--- src/rtl/sample_dma_buffer_cache_unit_assert.svh ---
// Assertion macros for the sample DMA buffer cache.
// Used by the top level; needs clk_i and rst_ni in scope.
`ifndef SAMPLE_DMA_BUFFER_CACHE_UNIT_ASSERT_SVH
`define SAMPLE_DMA_BUFFER_CACHE_UNIT_ASSERT_SVH

// Same-cycle implication.
`define SDBC_ASSERT_IMPL(lbl, ante, cons) \
  lbl: assert property (@(posedge clk_i) disable iff (!rst_ni) (ante) |-> (cons)) \
    else $error("sdbc assertion failed");

// Next-cycle implication.
`define SDBC_ASSERT_NEXT(lbl, ante, cons) \
  lbl: assert property (@(posedge clk_i) disable iff (!rst_ni) (ante) |=> (cons)) \
    else $error("sdbc assertion failed");

`endif

--- src/rtl/sdbc_pkg.sv ---
// Package for the sample DMA buffer cache: payload types, opcodes and defaults.
// No dependencies.
package sdbc_pkg;

  localparam int unsigned NumSlotsDef  = 32;
  localparam int unsigned SlotBytesDef = 2048;

  localparam logic OP_FETCH = 1'b0;
  localparam logic OP_TICK  = 1'b1;

  typedef struct packed {
    logic        op;
    logic [31:0] rom_address;
    logic [15:0] byte_length;
  } req_t;

  typedef struct packed {
    logic [4:0]  slot;
    logic [11:0] offset;
    logic        hit;
    logic        dma_start;
    logic [31:0] dma_source;
    logic [7:0]  dma_tag;
    logic        out_of_buffers;
  } res_t;

endpackage

--- src/rtl/sample_dma_buffer_cache_unit.sv ---
// Top level of the sample DMA buffer cache.
// Depends on sdbc_pkg and sample_dma_buffer_cache_unit_assert.svh.

// A fetch transaction walks the address-ordered used list one slot per cycle
// through a single list-walk sequencer with one wide add-and-compare unit.
// On a hit the walk goes straight to the state that loads the output
// register; on a full cache the miss check comes first, and on a miss the
// miss check, slot allocation and list linking. The walk visits at most
// NUM_SLOTS slots. A tick transaction visits every used slot once, adds a
// free step for each slot it frees and a link step as well when the free
// list is not empty, and it produces no result. The block takes no new
// transaction until the current one is finished, but it accepts one while a
// previous result still waits on the output.
module sample_dma_buffer_cache_unit #(
  parameter int unsigned NUM_SLOTS  = sdbc_pkg::NumSlotsDef,
  parameter int unsigned SLOT_BYTES = sdbc_pkg::SlotBytesDef
) (
  input  logic           clk_i,
  input  logic           rst_ni,
  input  logic           cfg_we_i,
  input  logic [7:0]     cfg_wdata_i,
  input  logic           in_valid_i,
  output logic           in_stall_o,
  input  sdbc_pkg::req_t in_data_i,
  output logic           out_valid_o,
  input  logic           out_stall_i,
  output sdbc_pkg::res_t out_data_o
);

  localparam int unsigned IW = (NUM_SLOTS > 1) ? $clog2(NUM_SLOTS) : 1;
  localparam int unsigned PW = IW + 1;
  localparam int unsigned GW = $clog2(NUM_SLOTS + 1);
  localparam logic [PW-1:0] NIL = '1;

  localparam logic [3:0] ST_IDLE  = 4'd0;
  localparam logic [3:0] ST_WALK  = 4'd1;
  localparam logic [3:0] ST_MISS  = 4'd2;
  localparam logic [3:0] ST_ALLOC = 4'd3;
  localparam logic [3:0] ST_LINK  = 4'd4;
  localparam logic [3:0] ST_TWALK = 4'd5;
  localparam logic [3:0] ST_TFREE = 4'd6;
  localparam logic [3:0] ST_TLINK = 4'd7;
  localparam logic [3:0] ST_DONE  = 4'd8;

  function automatic logic ok(input logic [PW-1:0] s);
    return s < PW'(NUM_SLOTS);
  endfunction

  function automatic logic [IW-1:0] idx(input logic [PW-1:0] s);
    return s[IW-1:0];
  endfunction

  logic [3:0]     state_q, state_d;
  logic [PW-1:0]  s_q, s_d, last_q, last_d, nxt_q, nxt_d;
  logic [GW-1:0]  guard_q, guard_d;
  logic [PW-1:0]  used_q, used_d, free_q, free_d;
  logic [31:0]    frame_q, frame_d;
  logic [7:0]     dma_cnt_q, dma_cnt_d;
  logic [7:0]     lag_q;
  logic [31:0]    addr_q, addr_d;
  logic [32:0]    end_q, end_d;
  sdbc_pkg::res_t res_q, res_d, out_q, out_d;
  logic           out_valid_q, out_valid_d;

  logic [31:0]    start_q [NUM_SLOTS];
  logic [31:0]    lframe_q [NUM_SLOTS];
  logic [PW-1:0]  next_q [NUM_SLOTS];
  logic [PW-1:0]  prev_q [NUM_SLOTS];

  logic [PW-1:0]  nx_addr, pv_addr, nx_rd, pv_rd;
  logic [31:0]    start_rd, lf_rd, diff;
  logic           start_we, lf_we;
  logic           nwa_en, nwb_en, pwa_en, pwb_en;
  logic [PW-1:0]  nwa_addr, nwb_addr, pwa_addr, pwb_addr;
  logic [PW-1:0]  nwa_data, nwb_data, pwa_data, pwb_data;
  logic           guard_full;

  assign nx_rd      = next_q[idx(nx_addr)];
  assign pv_rd      = prev_q[idx(pv_addr)];
  assign start_rd   = start_q[idx(s_q)];
  assign lf_rd      = lframe_q[idx(s_q)];
  assign diff       = addr_q - start_rd;
  assign guard_full = (guard_q == GW'(NUM_SLOTS));

  assign in_stall_o  = (state_q != ST_IDLE);
  assign out_valid_o = out_valid_q;
  assign out_data_o  = out_q;

  always_comb begin
    state_d     = state_q;
    s_d         = s_q;
    last_d      = last_q;
    nxt_d       = nxt_q;
    guard_d     = guard_q;
    used_d      = used_q;
    free_d      = free_q;
    frame_d     = frame_q;
    dma_cnt_d   = dma_cnt_q;
    addr_d      = addr_q;
    end_d       = end_q;
    res_d       = res_q;
    out_d       = out_q;
    out_valid_d = out_valid_q && out_stall_i;
    nx_addr     = s_q;
    pv_addr     = s_q;
    start_we    = 1'b0;
    lf_we       = 1'b0;
    nwa_en      = 1'b0;
    nwb_en      = 1'b0;
    pwa_en      = 1'b0;
    pwb_en      = 1'b0;
    nwa_addr    = s_q;
    nwb_addr    = s_q;
    pwa_addr    = s_q;
    pwb_addr    = s_q;
    nwa_data    = NIL;
    nwb_data    = NIL;
    pwa_data    = NIL;
    pwb_data    = NIL;
    case (state_q)
      ST_IDLE: begin
        if (in_valid_i) begin
          s_d     = used_q;
          last_d  = NIL;
          guard_d = '0;
          addr_d  = in_data_i.rom_address;
          end_d   = {1'b0, in_data_i.rom_address} + {17'b0, in_data_i.byte_length};
          state_d = (in_data_i.op == sdbc_pkg::OP_TICK) ? ST_TWALK : ST_WALK;
        end
      end
      ST_WALK: begin
        if (!ok(s_q) || guard_full || (start_rd > addr_q)) begin
          state_d = ST_MISS;
        end else if (end_q <= ({1'b0, start_rd} + 33'(SLOT_BYTES))) begin
          lf_we        = 1'b1;
          res_d        = '0;
          res_d.slot   = 5'(idx(s_q));
          res_d.offset = diff[11:0];
          res_d.hit    = 1'b1;
          state_d      = ST_DONE;
        end else begin
          last_d  = s_q;
          s_d     = nx_rd;
          guard_d = guard_q + GW'(1);
        end
      end
      ST_MISS: begin
        if (!ok(free_q)) begin
          res_d = '0;
          if (ok(last_q)) begin
            res_d.slot = 5'(idx(last_q));
          end else if (ok(used_q)) begin
            res_d.slot = 5'(idx(used_q));
          end
          res_d.offset         = {11'b0, addr_q[0]};
          res_d.out_of_buffers = 1'b1;
          state_d              = ST_DONE;
        end else begin
          state_d = ST_ALLOC;
        end
      end
      ST_ALLOC: begin
        nx_addr  = free_q;
        pv_addr  = free_q;
        s_d      = free_q;
        free_d   = nx_rd;
        pwa_en   = ok(nx_rd);
        pwa_addr = nx_rd;
        pwa_data = pv_rd;
        nwa_en   = ok(pv_rd);
        nwa_addr = pv_rd;
        nwa_data = nx_rd;
        state_d  = ST_LINK;
      end
      ST_LINK: begin
        nx_addr  = last_q;
        nwa_en   = 1'b1;
        pwa_en   = 1'b1;
        if (ok(last_q)) begin
          nwa_data = nx_rd;
          pwa_data = last_q;
          pwb_en   = ok(nx_rd);
          pwb_addr = nx_rd;
          pwb_data = s_q;
          nwb_en   = 1'b1;
          nwb_addr = last_q;
          nwb_data = s_q;
        end else if (ok(used_q)) begin
          nwa_data = used_q;
          pwb_en   = 1'b1;
          pwb_addr = used_q;
          pwb_data = s_q;
          used_d   = s_q;
        end else begin
          used_d = s_q;
        end
        start_we         = 1'b1;
        lf_we            = 1'b1;
        res_d            = '0;
        res_d.slot       = 5'(idx(s_q));
        res_d.offset     = {11'b0, addr_q[0]};
        res_d.dma_start  = 1'b1;
        res_d.dma_source = {addr_q[31:1], 1'b0};
        res_d.dma_tag    = dma_cnt_q;
        if (dma_cnt_q != 8'hFF) begin
          dma_cnt_d = dma_cnt_q + 8'd1;
        end
        state_d = ST_DONE;
      end
      ST_TWALK: begin
        if (!ok(s_q) || guard_full) begin
          dma_cnt_d = '0;
          frame_d   = frame_q + 32'd1;
          state_d   = ST_IDLE;
        end else begin
          nxt_d = nx_rd;
          if ((lf_rd + {24'b0, lag_q}) < frame_q) begin
            state_d = ST_TFREE;
          end else begin
            s_d     = nx_rd;
            guard_d = guard_q + GW'(1);
          end
        end
      end
      ST_TFREE: begin
        if (used_q == s_q) begin
          used_d = nxt_q;
        end
        pwa_en   = ok(nxt_q);
        pwa_addr = nxt_q;
        pwa_data = pv_rd;
        nwa_en   = ok(pv_rd);
        nwa_addr = pv_rd;
        nwa_data = nxt_q;
        if (!ok(free_q)) begin
          free_d  = s_q;
          nwb_en  = 1'b1;
          pwb_en  = 1'b1;
          s_d     = nxt_q;
          guard_d = guard_q + GW'(1);
          state_d = ST_TWALK;
        end else begin
          state_d = ST_TLINK;
        end
      end
      ST_TLINK: begin
        nx_addr  = free_q;
        nwa_en   = 1'b1;
        nwa_data = nx_rd;
        pwa_en   = 1'b1;
        pwa_data = free_q;
        pwb_en   = ok(nx_rd);
        pwb_addr = nx_rd;
        pwb_data = s_q;
        nwb_en   = 1'b1;
        nwb_addr = free_q;
        nwb_data = s_q;
        s_d      = nxt_q;
        guard_d  = guard_q + GW'(1);
        state_d  = ST_TWALK;
      end
      ST_DONE: begin
        if (!out_valid_q || !out_stall_i) begin
          out_d       = res_q;
          out_valid_d = 1'b1;
          state_d     = ST_IDLE;
        end
      end
      default: begin
        state_d = ST_IDLE;
      end
    endcase
  end

  always_ff @(posedge clk_i or negedge rst_ni) begin
    if (!rst_ni) begin
      state_q     <= ST_IDLE;
      s_q         <= NIL;
      last_q      <= NIL;
      nxt_q       <= NIL;
      guard_q     <= '0;
      used_q      <= NIL;
      free_q      <= '0;
      frame_q     <= '0;
      dma_cnt_q   <= '0;
      lag_q       <= 8'd1;
      out_valid_q <= 1'b0;
    end else begin
      state_q     <= state_d;
      s_q         <= s_d;
      last_q      <= last_d;
      nxt_q       <= nxt_d;
      guard_q     <= guard_d;
      used_q      <= used_d;
      free_q      <= free_d;
      frame_q     <= frame_d;
      dma_cnt_q   <= dma_cnt_d;
      out_valid_q <= out_valid_d;
      if (cfg_we_i) begin
        lag_q <= cfg_wdata_i;
      end
    end
  end

  always_ff @(posedge clk_i) begin
    addr_q <= addr_d;
    end_q  <= end_d;
    res_q  <= res_d;
    out_q  <= out_d;
    if (start_we) begin
      start_q[idx(s_q)] <= {addr_q[31:1], 1'b0};
    end
    if (lf_we) begin
      lframe_q[idx(s_q)] <= frame_q;
    end
  end

  for (genvar i = 0; i < NUM_SLOTS; i++) begin : g_link
    always_ff @(posedge clk_i or negedge rst_ni) begin
      if (!rst_ni) begin
        next_q[i] <= (i + 1 < NUM_SLOTS) ? PW'(i + 1) : NIL;
        prev_q[i] <= (i > 0) ? PW'(i - 1) : NIL;
      end else begin
        if (nwa_en && (nwa_addr == PW'(i))) begin
          next_q[i] <= nwa_data;
        end
        if (nwb_en && (nwb_addr == PW'(i))) begin
          next_q[i] <= nwb_data;
        end
        if (pwa_en && (pwa_addr == PW'(i))) begin
          prev_q[i] <= pwa_data;
        end
        if (pwb_en && (pwb_addr == PW'(i))) begin
          prev_q[i] <= pwb_data;
        end
      end
    end
  end

`include "sample_dma_buffer_cache_unit_assert.svh"

  `SDBC_ASSERT_NEXT(a_accept_busy, in_valid_i && !in_stall_o, state_q != ST_IDLE)
  `SDBC_ASSERT_IMPL(a_kind_excl, out_valid_o,
                    !(out_data_o.dma_start && (out_data_o.hit || out_data_o.out_of_buffers)))
  `SDBC_ASSERT_IMPL(a_heads_apart, ok(free_q) && ok(used_q), free_q != used_q)
  `SDBC_ASSERT_IMPL(a_done_holds, state_q == ST_DONE && out_valid_q && out_stall_i,
                    state_d == ST_DONE)

endmodule

--- config.mk ---
export PLATFORM = sky130hd
export DESIGN_NAME = sample_dma_buffer_cache_unit
export DESIGN_NICKNAME = d
export VERILOG_FILES = /design/src/rtl/sdbc_pkg.sv /design/src/rtl/sample_dma_buffer_cache_unit.sv
export VERILOG_INCLUDE_DIRS = /design/src /design/src/rtl
export SDC_FILE = /design/constraint.sdc
export NUM_CORES = 2
export LEC_CHECK = 0
export ABC_AREA = 1
export BUFFER_PORTS_ARGS = -buffer_cell sky130_fd_sc_hd__buf_2
export CORE_MARGIN = 5
export CORE_UTILIZATION = 56
export DETAILED_ROUTE_END_ITERATION = 8
export GPL_TIMING_DRIVEN = 0
export PLACE_DENSITY_LB_ADDON = 0.1
export SLEW_MARGIN = 20
export SYNTH_ARGS = -nofsm -noshare
export SYNTH_HDL_FRONTEND = slang
export SYNTH_SLANG_ARGS = --single-unit
--- constraint.sdc ---
create_clock -name clk_i -period 14 [get_ports clk_i]
set_input_delay 1.4 -clock clk_i [delete_from_list [all_inputs] [get_ports clk_i]]
set_output_delay 1.4 -clock clk_i [all_outputs]
set_load 0.02 [all_outputs]
==> impl_metrics.py <==
metrics = {
    "floorplanning": {
        "initial_utilization_pct": 56.3,
        "core_area_sq_um": 205000,
        "fp.dieArea_sq_um": 215000,
        "dieWidth_um": 464,
        "ios": 124,
        "dieHeight_um": 464,
        "rows": 166,
    },
    "worst_setup_path": {
        "worstPathBufferInverterCount": 9,
        "critPathKind": "flip-flop to flip-flop",
        "cp_required_ps": 14820,
        "crit_path_max_fanout": 10,
        "top_cell_family_by_delay_on_the_critical_path": "buffers and inverters",
        "nature_of_the_critical_path_endpoint": "flip-flop",
        "start_kind": "flip-flop",
        "worst-endpoint-arrival_ps": 12400,
        "crit_path_top_delay_cell": "a21oi_1",
        "most_used_cell_cp": "nand2_1",
        "slowest_stage_delay_cp_ps": 880,
    },
    "synth": {
        "syn-cell-area_sq_um": 116000,
        "syn_inst": 9864,
        "synth_flop_cell": "edfxtp_1",
        "mean_cell_area_of_the_mapped_netlist_sq_um": 11.7,
        "netlist.area_leader.share_pct": 57.2,
        "post-synth-top-area-cell": "edfxtp_1",
        "synth_seq_cells": 2672,
        "synth.area.top_cells": "edfxtp_1 (57%), a22oi_1 (6.5%), dfrtp_1 (6.1%), nand2_1 (5.6%), dfstp_2 (4.4%)",
        "async_flop_share_pct": 17.7,
        "postSynthNetCount": 10064,
        "netlist-cell-type-count": 58,
        "synth.yosys.seq_area_share_pct": 67.6,
        "ys.warnings.count": 0,
        "synth_enable_flop_cells": 2199,
    },
    "worst_hold_path": {
        "min-delay-path-class": "input port to asynchronous set/reset pin",
    },
    "clock_tree": {
        "tritoncts": "built",
        "ctsHoldBuffers": 0,
        "ctsResizeCount": 0,
        "cts.htree.levels": 5,
        "clock-root-buffer": "clkbuf_16",
        "cts.sinks": 2672,
        "clock_buffer_count_from_cts": 293,
        "insertion_delay_ps": 970,
        "clock_pin_slew_of_the_registers_on_the_worst_case_setup_and_hold_paths_ps": 70,
        "cts_max_path_buffers": 4,
        "postCtsSetupBuffers": 0,
    },
    "timing": {
        "report.final.setup_viol": 0,
        "layout_worst_path_cycle_share_pct": 82.7,
        "period_needed_ps": 11580,
        "final.setup.worst_slack_ps": 2420,
        "max-slew-margin-rel_pct": 14.5,
        "grt_setup_unrepaired": "no",
        "slew_of_the_pin_with_the_lowest_slew_margin_ps": 1280,
        "final.hold.worst_slack_ps": 401,
        "final.setup_skew_ps": 98.5,
        "fmax_mhz": 86.3,
        "timing_max_transition_violations_final": 0,
        "hold_viol": 0,
    },
    "layout": {
        "layout-drive-gt1-share_pct": 15.7,
        "synthToLayoutAreaGrowth_pct": 15.6,
        "post_layout_nonfiller_instances": 13528,
        "final_nets": 10817,
        "final_area_sq_um": 134000,
    },
    "grt": {
        "grt_start_max_net_pins": 80,
        "grt_use_total_pct": 40.8,
        "grt_pass1_vias": 86216,
        "first_pass_grt_wire_length_mm": 628,
        "globalRoute.totalOverflow": 0,
        "number_of_antenna_violations_at_the_first_check_in_global_routing": 20,
    },
    "detailed_routing": {
        "detail-route-antenna-nets": 0,
        "wl_per_cell_um": 33.3,
        "drt_iter0_drc": 15131,
        "drc": 0,
        "drt_first_pass_iters": 9,
        "wl_mm": 451,
        "via_per_inst": 6.67,
        "vias": 90235,
    },
    "placed_design": {
        "io_buffer_count": 121,
        "place_worst_setup_slack_ps": 2530,
        "dp_hpwl_mm": 318,
        "placed_area_sq_um": 124000,
        "gp_routability_congestion": 1.05,
        "numPlacedInstances": 12995,
    },
    "pwr": {
        "power-per-cell-area_nw_per_um2": 219,
        "standby_leakage_power_nw": 50.2,
        "totalPowerFinal_mw": 29.3,
        "vdd_ir_drop_max_v": 0.000178,
    },
    "job": {
        "max-cap-violations": 0,
    },
    "run_status": {
        "run_status": "finished, final reports clean",
    },
}
==> sequential cells by signal (all words and copies together) (netlist names) <==
register,count
res_q,59
next_q,192
s_q,6
out_valid_o,1
lframe_q,1024
free_q,6
lag_q,8
last_q,6
start_q,992
state_q,4
frame_q,32
addr_q,32
end_q,33
nxt_q,6
used_q,6
dma_cnt_q,8
guard_q,6
prev_q,192
out_data_o,59
==> cells in the final DEF (no fill, tap or decap), types with 46 or more instances in the layout <==
master / n
a21oi_1: 513
a22oi_1: 993
buf_1: 54
buf_16: 47
buf_2: 377
buf_4: 215
buf_6: 50
clkbuf_1: 236
clkbuf_16: 300
clkinv_1: 78
dfrtp_1: 258
dfstp_2: 192
edfxtp_1: 2199
ha_1: 135
inv_1: 547
nand2_1: 1711
nand3_1: 804
nand3b_1: 73
nand4_1: 170
nor2_1: 737
nor2_4: 46
nor3_1: 61
nor3_2: 51
nor4_1: 49
o211ai_1: 160
o21ai_0: 129
or2_2: 94
xor2_1: 72
==> logic make-up after synthesis <==
group,share of synthesized area [%]
AOI/OAI and AO/OA,10.9
xor gates and xnor gates,0.819
muxes,0.0682
buffers and inverters,4.17
and+or+nand+nor,14.9
other,0.00325
adders and majority gates,1.51
DFF,67.6
==> cell usage after synthesis (5+ instances only) <==
library cell	n
nand3_1	804
nand3b_1	73
a21oi_1	514
nor3_1	106
nand2_2	9
nand2_1	1711
or2_2	94
inv_2	42
mux2_2	7
a22oi_1	993
xnor2_1	36
dfstp_2	192
o21a_1	5
nor2_4	18
o211ai_1	160
nor4b_1	8
nor2_2	34
o21ai_1	14
clkbuf_1	203
ha_1	135
o21ai_0	130
a31oi_1	6
buf_1	55
inv_1	548
nor4_1	60
nand4_1	170
buf_2	255
edfxtp_1	2199
buf_4	28
o21bai_1	9
a21oi_2	5
nor3_2	7
o22ai_1	28
dfrtp_1	281
clkinv_1	26
xor2_1	72
nor2_1	766
nand3_2	9
==> power breakdown <==
part,switching [mW],internal (mW),total (mW)
Combinational,8.47,3.01,11.5
Sequential,0.471,9.70,10.2
Clock,3.16,4.47,7.63
==> worst reg2reg max path: cells and delay by family, from the launching register on <==
kind                     cells  cell delay [ps]
flip-flops                   1              410
AND/OR/NAND/NOR             20             3860
AO/OA/AOI/OAI                6             1650
XOR/XNOR                     1               90
buffers and inverters        9             4800
adder cells (fa/ha/maj)      2              670
==> stage by stage <==
stage	utilization, %	TNS, ps
after CTS	65.0	0
after detailed placement	60.5	0
after global routing	65.1	0
after global placement	58.3	-805970
final	65.2	0
after floorplan	-	0
==> per-layer routing <==
metal | global-route usage (%) | part of all wire [%]
met2 | 62.9 | 45
met4 | 24.1 | 7.4
met5 | 0 | 0.020
met1 | 52.2 | 35
met3 | 11.1 | 13
==> area by class of cell <==
class                           instances  area, sq um
Clock buffer                          364         7830
Timing Repair Buffer                  458         4800
Inverter                              616         2310
Clock inverter                        139         1430
Fill cell                           15225        71400
Sequential cell                      2672        78100
Tap cell                             2688         3360
Antenna cell                           15         37.5
Buffer                                545         2530
Multi-Input combinational cell       6031        33100
==> path summary, 6_finish.rpt <==
path	slack, ps	endpoint	start	depth (start not counted)
max in group asynchronous	12240	frame_q[31]$_DFFE_PN0P_	rst_ni	3
min reg2reg	410	out_data_o[49]$_DFFE_PP_	res_q[49]$_DFFE_PP_	0
min	400	next_q[160]$_DFFE_PN0P_	rst_ni	1
max	2420	s_q[2]$_DFFE_PN1P_	s_q[4]$_DFFE_PN1P_	38
min in group clk_i	410	out_data_o[49]$_DFFE_PP_	res_q[49]$_DFFE_PP_	0
max reg2reg	2420	s_q[2]$_DFFE_PN1P_	s_q[4]$_DFFE_PN1P_	38
(Power assumes the default switching activity.)
